`src/rtl/core/sva_pkg.sv`:
```
`timescale 1ns / 1ps
`default_nettype none
// ----------------------------------------------------------------------------
// sva_pkg
// Shared command codes, status codes, register indexes and word types of the
// voice allocator.
// ----------------------------------------------------------------------------
package sva_pkg;

    localparam logic [2:0] CMD_NOTE_ON     = 3'd0;
    localparam logic [2:0] CMD_NOTE_OFF    = 3'd1;
    localparam logic [2:0] CMD_RELEASE_ALL = 3'd2;
    localparam logic [2:0] CMD_TICK        = 3'd3;
    localparam logic [2:0] CMD_QUERY       = 3'd4;

    localparam logic [1:0] STATUS_OK        = 2'd0;
    localparam logic [1:0] STATUS_FULL      = 2'd1;
    localparam logic [1:0] STATUS_NOT_FOUND = 2'd2;

    localparam logic [3:0] CFG_POLYPHONY     = 4'd0;
    localparam logic [3:0] CFG_RELEASE_TICKS = 4'd1;

    localparam logic [4:0]  POLYPHONY_RESET     = 5'd8;
    localparam logic [15:0] RELEASE_TICKS_RESET = 16'd4800;

    typedef struct packed {
        logic [2:0]  cmd;
        logic [6:0]  note_id;
        logic [7:0]  velocity;
        logic [15:0] tick_count;
        logic [3:0]  slot;
    } t_sva_in;

    typedef struct packed {
        logic [1:0]  status;
        logic [3:0]  assigned_slot;
        logic [4:0]  released_count;
        logic [4:0]  freed_count;
        logic [4:0]  active_count;
        logic        q_valid;
        logic [6:0]  q_note;
        logic [7:0]  q_velocity;
        logic        q_held;
        logic [31:0] q_pressed_time;
    } t_sva_out;

endpackage
`default_nettype wire

```
`src/rtl/core/synth_voice_allocator.sv`:
```
`timescale 1ns / 1ps
`default_nettype none
// ----------------------------------------------------------------------------
// synth_voice_allocator
// Voice table of a polyphonic synth with oldest-voice stealing.
// ----------------------------------------------------------------------------
// Usage:
//   Command channel: drive i_in and raise start; the word is taken at the
//   clock edge where start is high and busy is low. busy stays high until
//   the result word has been shown.
//   Result channel: o_out carries one word per command, valid for exactly the
//   single cycle in which o_done is high. The receiver cannot stall it.
//   Configuration: i_cfg_index / i_cfg_data, taken when i_cfg_valid is high
//   (o_cfg_ready is always high). Write only while busy is low.
// Scans: release-all, note-off, tick and note-on step through the voice
//   table slot by slot; note-on steps through it once more for every
//   stolen voice. The slot scan reads one voice-table entry per cycle from
//   the single-read-port memory. The next command can be taken in the cycle
//   after the result word.
// Reset: synchronous, active low. Clears time, valid and held bits, the
//   held count and the registers to 8 voices and 4800 ticks. The table
//   payload is not cleared: it is always written before it is read.
// ----------------------------------------------------------------------------
module synth_voice_allocator
    import sva_pkg::*;
#(
    parameter int MAX_VOICES = 16,
    parameter int TIME_BITS  = 32
) (
    input  wire logic        i_clk,
    input  wire logic        i_rst_n,
    input  wire logic        start,
    output logic             busy,
    input  wire t_sva_in     i_in,
    output logic             o_done,
    output t_sva_out         o_out,
    input  wire logic        i_cfg_valid,
    output logic             o_cfg_ready,
    input  wire logic [3:0]  i_cfg_index,
    input  wire logic [15:0] i_cfg_data
);

    localparam int VW = (MAX_VOICES > 1) ? $clog2(MAX_VOICES) : 1;
    localparam int CW = $clog2(MAX_VOICES + 1);
    localparam int LW = (CW > 5) ? CW : 5;
    localparam int SW = (VW > 4) ? VW : 4;
    localparam int PW = (TIME_BITS > 32) ? TIME_BITS : 32;

    typedef enum logic [8:0] {
        S_IDLE   = 9'b000000001,
        S_MATCH  = 9'b000000010,
        S_CHK    = 9'b000000100,
        S_STEAL  = 9'b000001000,
        S_ALLOC  = 9'b000010000,
        S_RELALL = 9'b000100000,
        S_TICK   = 9'b001000000,
        S_QUERY  = 9'b010000000,
        S_DONE   = 9'b100000000
    } t_state;

    t_state r_state;

    // configuration
    logic [4:0]  r_poly;
    logic [15:0] r_rel_ticks;

    // control state
    logic [TIME_BITS-1:0] r_time;
    logic [MAX_VOICES-1:0] r_valid;
    logic [MAX_VOICES-1:0] r_held;
    logic [CW-1:0] r_held_cnt;

    // latched command
    logic [2:0] r_cmd;
    logic [6:0] r_note;
    logic [7:0] r_vel;
    logic       r_q_in;

    // scan control
    logic [VW:0]   r_idx;
    logic          r_ev;
    logic [VW-1:0] r_ev_idx;
    logic          r_best_vld;
    logic [VW-1:0] r_best_idx;
    logic [TIME_BITS-1:0] r_best_p;

    // result registers
    logic [1:0]    r_status;
    logic [VW-1:0] r_slot;
    logic [CW-1:0] r_released;
    logic [CW-1:0] r_freed;
    logic          r_qv;
    logic [6:0]    r_qn;
    logic [7:0]    r_qvel;
    logic          r_qh;
    logic [TIME_BITS-1:0] r_qp;

    // voice table: note, velocity, press time, release length written on
    // note-on; release start written on release
    logic [6:0]           mem_note  [MAX_VOICES];
    logic [7:0]           mem_vel   [MAX_VOICES];
    logic [TIME_BITS-1:0] mem_press [MAX_VOICES];
    logic [15:0]          mem_len   [MAX_VOICES];
    logic [TIME_BITS-1:0] mem_rel   [MAX_VOICES];

    logic [6:0]           r_rd_note;
    logic [7:0]           r_rd_vel;
    logic [TIME_BITS-1:0] r_rd_press;
    logic [15:0]          r_rd_len;
    logic [TIME_BITS-1:0] r_rd_rel;

    logic [VW-1:0] rd_addr;
    logic          we_a;
    logic [VW-1:0] wa_addr;
    logic          we_b;
    logic [VW-1:0] wb_addr;

    logic [SW-1:0] slot_x;
    logic          accept;
    logic          scan_end;
    logic [LW-1:0] lim;
    logic [LW-1:0] held_x;
    logic          free_vld;
    logic [VW-1:0] free_idx;
    logic [TIME_BITS-1:0] gone;

    assign accept      = start && !busy;
    assign busy        = (r_state != S_IDLE);
    assign o_cfg_ready = 1'b1;
    assign slot_x      = SW'(i_in.slot);
    assign scan_end    = (r_idx == (VW+1)'(MAX_VOICES)) && !r_ev;
    assign held_x      = LW'(r_held_cnt);
    assign gone        = r_time - r_rd_rel;

    // polyphony 0 acts as 1, above the table size as the table size
    always_comb begin
        if (r_poly == 5'd0) begin
            lim = LW'(1);
        end else if (LW'(r_poly) > LW'(MAX_VOICES)) begin
            lim = LW'(MAX_VOICES);
        end else begin
            lim = LW'(r_poly);
        end
    end

    // lowest free slot
    always_comb begin
        free_vld = 1'b0;
        free_idx = '0;
        for (int v = MAX_VOICES - 1; v >= 0; v--) begin
            if (!r_valid[v]) begin
                free_vld = 1'b1;
                free_idx = VW'(v);
            end
        end
    end

    always_comb begin
        if (r_state == S_IDLE) begin
            rd_addr = slot_x[VW-1:0];
        end else begin
            rd_addr = r_idx[VW-1:0];
        end
    end

    always_ff @(posedge i_clk) begin
        r_rd_note  <= mem_note[rd_addr];
        r_rd_vel   <= mem_vel[rd_addr];
        r_rd_press <= mem_press[rd_addr];
        r_rd_len   <= mem_len[rd_addr];
        r_rd_rel   <= mem_rel[rd_addr];
        if (we_a) begin
            mem_note[wa_addr]  <= r_note;
            mem_vel[wa_addr]   <= r_vel;
            mem_press[wa_addr] <= r_time;
            mem_len[wa_addr]   <= r_rel_ticks;
        end
        if (we_b) begin
            mem_rel[wb_addr] <= r_time;
        end
    end

    // memory write strobes
    always_comb begin
        we_a    = 1'b0;
        wa_addr = free_idx;
        we_b    = 1'b0;
        wb_addr = r_ev_idx;
        unique case (r_state)
            S_ALLOC: begin
                we_a = free_vld;
            end
            S_MATCH: begin
                we_b = r_ev && r_valid[r_ev_idx] && r_held[r_ev_idx]
                       && (r_rd_note == r_note);
            end
            S_STEAL: begin
                we_b    = scan_end;
                wb_addr = r_best_idx;
            end
            S_RELALL: begin
                wb_addr = r_idx[VW-1:0];
                we_b    = (r_idx != (VW+1)'(MAX_VOICES))
                          && r_valid[r_idx[VW-1:0]] && r_held[r_idx[VW-1:0]];
            end
            default: begin
                we_b = 1'b0;
            end
        endcase
    end

    // configuration
    always_ff @(posedge i_clk) begin
        if (!i_rst_n) begin
            r_poly      <= POLYPHONY_RESET;
            r_rel_ticks <= RELEASE_TICKS_RESET;
        end else if (i_cfg_valid) begin
            unique case (i_cfg_index)
                CFG_POLYPHONY:     r_poly      <= i_cfg_data[4:0];
                CFG_RELEASE_TICKS: r_rel_ticks <= i_cfg_data;
                default:           r_poly      <= r_poly;
            endcase
        end
    end

    // command sequencer
    always_ff @(posedge i_clk) begin
        if (!i_rst_n) begin
            r_state    <= S_IDLE;
            r_time     <= '0;
            r_valid    <= '0;
            r_held     <= '0;
            r_held_cnt <= '0;
            r_idx      <= '0;
            r_ev       <= 1'b0;
        end else begin
            // advance the scan pipeline: address now, evaluate next cycle
            if (r_idx != (VW+1)'(MAX_VOICES)) begin
                r_idx <= r_idx + 1'b1;
            end
            r_ev     <= (r_idx != (VW+1)'(MAX_VOICES));
            r_ev_idx <= r_idx[VW-1:0];

            unique case (r_state)
                S_IDLE: begin
                    r_idx <= '0;
                    r_ev  <= 1'b0;
                    if (accept) begin
                        r_cmd      <= i_in.cmd;
                        r_note     <= i_in.note_id;
                        r_vel      <= i_in.velocity;
                        r_q_in     <= ((SW+1)'(slot_x) < (SW+1)'(MAX_VOICES));
                        r_status   <= STATUS_OK;
                        r_slot     <= '0;
                        r_released <= '0;
                        r_freed    <= '0;
                        r_qv       <= 1'b0;
                        r_qn       <= '0;
                        r_qvel     <= '0;
                        r_qh       <= 1'b0;
                        r_qp       <= '0;
                        r_best_vld <= 1'b0;
                        case (i_in.cmd)
                            CMD_NOTE_ON, CMD_NOTE_OFF: r_state <= S_MATCH;
                            CMD_RELEASE_ALL:           r_state <= S_RELALL;
                            CMD_TICK: begin
                                r_time  <= r_time + TIME_BITS'(i_in.tick_count);
                                r_state <= S_TICK;
                            end
                            CMD_QUERY:                 r_state <= S_QUERY;
                            default:                   r_state <= S_DONE;
                        endcase
                    end
                end
                S_MATCH: begin
                    // release the first held voice with the same note
                    if (we_b) begin
                        r_held[r_ev_idx] <= 1'b0;
                        r_held_cnt       <= r_held_cnt - 1'b1;
                        r_released       <= CW'(1);
                        r_state          <= (r_cmd == CMD_NOTE_ON) ? S_CHK : S_DONE;
                    end else if (scan_end) begin
                        if (r_cmd == CMD_NOTE_ON) begin
                            r_state <= S_CHK;
                        end else begin
                            r_status <= STATUS_NOT_FOUND;
                            r_state  <= S_DONE;
                        end
                    end
                end
                S_CHK: begin
                    // steal while the held count is at or above the limit
                    r_idx      <= '0;
                    r_ev       <= 1'b0;
                    r_best_vld <= 1'b0;
                    if (held_x >= lim && r_held_cnt != '0) begin
                        r_state <= S_STEAL;
                    end else begin
                        r_state <= S_ALLOC;
                    end
                end
                S_STEAL: begin
                    if (r_ev && r_valid[r_ev_idx] && r_held[r_ev_idx]
                        && (!r_best_vld || r_rd_press < r_best_p)) begin
                        r_best_vld <= 1'b1;
                        r_best_idx <= r_ev_idx;
                        r_best_p   <= r_rd_press;
                    end
                    if (scan_end) begin
                        r_held[r_best_idx] <= 1'b0;
                        r_held_cnt         <= r_held_cnt - 1'b1;
                        r_released         <= r_released + 1'b1;
                        r_state            <= S_CHK;
                    end
                end
                S_ALLOC: begin
                    if (free_vld) begin
                        r_valid[free_idx] <= 1'b1;
                        r_held[free_idx]  <= 1'b1;
                        r_held_cnt        <= r_held_cnt + 1'b1;
                        r_slot            <= free_idx;
                    end else begin
                        r_status <= STATUS_FULL;
                    end
                    r_state <= S_DONE;
                end
                S_RELALL: begin
                    if (we_b) begin
                        r_held[r_idx[VW-1:0]] <= 1'b0;
                        r_held_cnt            <= r_held_cnt - 1'b1;
                        r_released            <= r_released + 1'b1;
                    end
                    if (r_idx == (VW+1)'(MAX_VOICES)) begin
                        r_state <= S_DONE;
                    end
                end
                S_TICK: begin
                    // free voices whose release has run its length
                    if (r_ev && r_valid[r_ev_idx] && !r_held[r_ev_idx]
                        && gone >= TIME_BITS'(r_rd_len)) begin
                        r_valid[r_ev_idx] <= 1'b0;
                        r_freed           <= r_freed + 1'b1;
                    end
                    if (scan_end) begin
                        r_state <= S_DONE;
                    end
                end
                S_QUERY: begin
                    if (r_q_in && r_valid[r_idx[VW-1:0]]) begin
                        r_qv   <= 1'b1;
                        r_qn   <= r_rd_note;
                        r_qvel <= r_rd_vel;
                        r_qh   <= r_held[r_idx[VW-1:0]];
                        r_qp   <= r_rd_press;
                    end
                    r_state <= S_DONE;
                end
                S_DONE: begin
                    r_state <= S_IDLE;
                end
                default: begin
                    r_state <= S_IDLE;
                end
            endcase

            // hold the query slot address while its data is read
            if (r_state == S_IDLE && accept && i_in.cmd == CMD_QUERY) begin
                r_idx <= (VW+1)'(slot_x[VW-1:0]);
            end
        end
    end

    logic [LW-1:0] rel_x;
    logic [LW-1:0] freed_x;
    logic [SW-1:0] slot_o;
    logic [PW-1:0] qp_x;

    assign rel_x   = LW'(r_released);
    assign freed_x = LW'(r_freed);
    assign slot_o  = SW'(r_slot);
    assign qp_x    = PW'(r_qp);

    assign o_done = (r_state == S_DONE);

    always_comb begin
        o_out                = '0;
        o_out.status         = r_status;
        o_out.assigned_slot  = slot_o[3:0];
        o_out.released_count = rel_x[4:0];
        o_out.freed_count    = freed_x[4:0];
        o_out.active_count   = held_x[4:0];
        o_out.q_valid        = r_qv;
        o_out.q_note         = r_qn;
        o_out.q_velocity     = r_qvel;
        o_out.q_held         = r_qh;
        o_out.q_pressed_time = qp_x[31:0];
    end

endmodule
`default_nettype wire
```
`config.mk`:
```
export PLATFORM = sky130hd
export DESIGN_NAME = synth_voice_allocator
export DESIGN_NICKNAME = d
export VERILOG_FILES = /design/src/rtl/core/sva_pkg.sv /design/src/rtl/core/synth_voice_allocator.sv
export SDC_FILE = /design/constraint.sdc
export NUM_CORES = 2
export LEC_CHECK = 0
export BUFFER_PORTS_ARGS = -buffer_cell sky130_fd_sc_hd__buf_2
export CAP_MARGIN = 5
export CORE_ASPECT_RATIO = 0.6
export CORE_MARGIN = 1.5
export CORE_UTILIZATION = 35
export DETAILED_ROUTE_END_ITERATION = 10
export PLACE_DENSITY = 0.47
export SYNTH_ARGS = -nofsm -noshare
export SYNTH_HDL_FRONTEND = slang
export SYNTH_SLANG_ARGS = --single-unit
export TNS_END_PERCENT = 100
```
`constraint.sdc`:
```
create_clock -name i_clk -period 10.55 [get_ports i_clk]
set_clock_uncertainty 0.1 [all_clocks]
set_input_delay 0.5275 -clock i_clk [delete_from_list [all_inputs] [get_ports i_clk]]
set_output_delay 0.5275 -clock i_clk [all_outputs]
set_load 0.02 [all_outputs]
```
==> metrics.txt <==
outcome=finished clean; chip height=364 um; CP Max Fanout=35; Startpoint Class=flip-flop; number of synthesized register bits=1,844; Initial DRC Count=4,658; FF-to-FF path depth=21; Initial Util=35.2%; EDFF count, synth=1,644; synth warn=0; Worst-path clk slew=0.06 ns; post-cts sizing count=0; number of buffers on the longest clock path=4; fin crit period=6.88 ns; CTS tree=done; WS Path Type=flip-flop to flip-flop; final-layout fill cell count=20,331; post-layout util=40.0%; Slew Limit Fails=0; Worst Path Required=10.99 ns; DP HPWL=123,000 um; Total GRT Usage=19.9%; routability congestion estimate=0.874; leak pwr=28.0 nW; chip width=605 um; synth cell count leaders=edfxtp_1, nand2_1, a211oi_1; top cell type's share of synthesized area=64.9%; vias=47,834; TritonCTS Buffers=181; nets@finish=6,029; final std cells w/o fill=8,875; I/O pin total=135; final wirelength=222,000 um; Syn Area/Cell=13.2 um2; routed len/inst=25.1 um; Post-Syn Area=76,100 um2; RSZ-0062 raised after global routing=false; CTS H-tree lvls=4; grt ovf=0; final setup fails=0; # port buffers=133; layout cells sized above 1=10.2%; most frequent cell after synthesis=edfxtp_1; max_slew headroom=12.4%; fin area=86,400 um2; placed inst area=80,200 um2; top area cells in the synthesized netlist=edfxtp_1, dfxtp_1, a211oi_1, nand2_1, and2_1; ys async rst share=0%; Hold Violations, Final=0; Power per Cell Area=217 nW/um2; global-route wire length before repair=323,000 um; Routed Antenna Nets=0; die area=220,000 um2; Root Buffer=clkbuf_16; Hold Path Depth=3; area leader, netlist=edfxtp_1; Rows=132; Max Fclk=145 MHz; sequential share of the synthesized area=70.1%; dpl cells=8,510; number of library cell types mapped by synthesis=90; TNS Setup=0 ns; largest net degree at the start of global routing=208; CORE AREA=216,000 um2; Post-synth top flop=edfxtp_1; cts hold-fix bufs=44; min-delay worst type=primary input to flip-flop; Synth Instances=5,751; Setup Buffers After CTS=0; vias in the first global route=45,731; Final period util=65.2%; area grow syn2layout=13.4%; Worst-Skew Late Latency=0.84 ns; Sink Count=1,844; Via-to-Cell Ratio=5.39; Remaining DRCs=0; flop2flop setup slack=3.67 ns; Synthesized Nets=5,924; DR pass1 iterations=5; Critical Path AT=7.32 ns; initial antenna violation count=11; critical path endpoint category=flip-flop; VDD IR max=0.184 mV; worst-margin pin slew=1.31 ns; number of max-cap violations=0
## layer usage
metal / GRT usage [%] / share of wire, %
met5: 0 / 0.0036
met4: 3.80 / 1.7
met3: 4.21 / 7.0
met2: 27.3 / 40
met1: 31.7 / 51
## worst max-delay path: stages (launching register included)
cell	delay [ns]
dfxtp_1	1.19
inv_1	0.12
ha_1	0.28
fa_1	0.40
nand2b_1	0.18
a211oi_1	0.30
o21ai_1	0.18
o21ai_0	0.37
nor2b_1	0.24
a31oi_1	0.13
xnor2_1	0.15
ha_1	0.29
nor2b_1	0.13
o21ai_0	0.25
o2111ai_1	0.17
a2111oi_0	0.40
or3b_1	0.39
nor4_1	0.23
nand4_1	0.20
o41ai_4	0.35
buf_4	0.31
a21oi_1	0.21
## flip-flops by register name (all words and copies together) (netlist names), 8 cells and up
| register | count |
|---|---|
| r_rd_rel | 32 |
| r_state | 9 |
| mem_rel | 512 |
| r_time | 32 |
| r_valid | 16 |
| r_rel_ticks | 16 |
| r_rd_len | 16 |
| mem_press | 512 |
| mem_vel | 128 |
| r_best_p | 32 |
| r_qvel | 8 |
| r_rd_press | 32 |
| r_rd_vel | 8 |
| mem_len | 256 |
| qp_x | 32 |
| r_vel | 8 |
| r_held | 16 |
| mem_note | 112 |
## layout make-up
cell class / instances / area (um2) / area share, %
Multi-Input combinational cell: 3417 / 21100 / 24.4
Antenna cell: 2 / 5.00 / 0.00580
Inverter: 105 / 398 / 0.461
Sequential cell: 1844 / 53400 / 61.8
Tap cell: 2881 / 3600 / 4.17
Clock inverter: 73 / 734 / 0.850
Timing Repair Buffer: 307 / 2210 / 2.56
Clock buffer: 246 / 4940 / 5.72
## where the power goes
part           total (W)  switching, W  internal, W
Clock            0.00641       0.00277      0.00364
Sequential       0.00843      0.000254      0.00818
Combinational    0.00389       0.00262      0.00127
Total             0.0187       0.00564       0.0131
## cells in the final DEF (no fill, tap or decap), drive strengths merged, types with 10 or more instances in the layout
cell	instances
nand2b	29
dfxtp	200
ha	108
clkbuf	246
nand2	923
edfxtp	1644
buf	263
nor2	181
nor4	16
or3	10
a211oi	482
mux4	19
a311oi	191
a31oi	201
inv	105
nor2b	17
o21ai	84
nand4	28
xor2	27
clkinv	55
mux2i	14
a21oi	327
bufinv	15
a21o	28
and2	437
nand3	53
dlygate4sd3	44
xnor2	39
nor3	41
and3	11
o41ai	10
o311ai	11
## cell families after synthesis
kind of cell	synth area share [%]
DFF	70.1
AOI/OAI and AO/OA	12.8
adders and majority gates	1.85
buffers and inverters	2.58
and+or+nand+nor	11.1
other	0.00493
muxes	0.761
xor gates and xnor gates	0.759
## metrics by stage
step                hold slack (ns)  setup WS [ns]  power [W]
finish                       0.0523           3.67     0.0187
global route                 0.0507           3.18     0.0196
CTS                         0.00989           3.79     0.0189
detailed placement            0.347           3.85     0.0125
global placement              0.338           3.86     0.0125
floorplan                     0.303           2.09     0.0112
## worst paths after layout
kind	start	to
setup / recovery	r_time[0]	freed_x[0]
hold / removal	start	r_state[1]
setup reg to reg	r_time[0]	freed_x[0]
hold reg to reg	r_rd_press[11]	r_best_p[11]
Power figures use the tool's default switching activity.
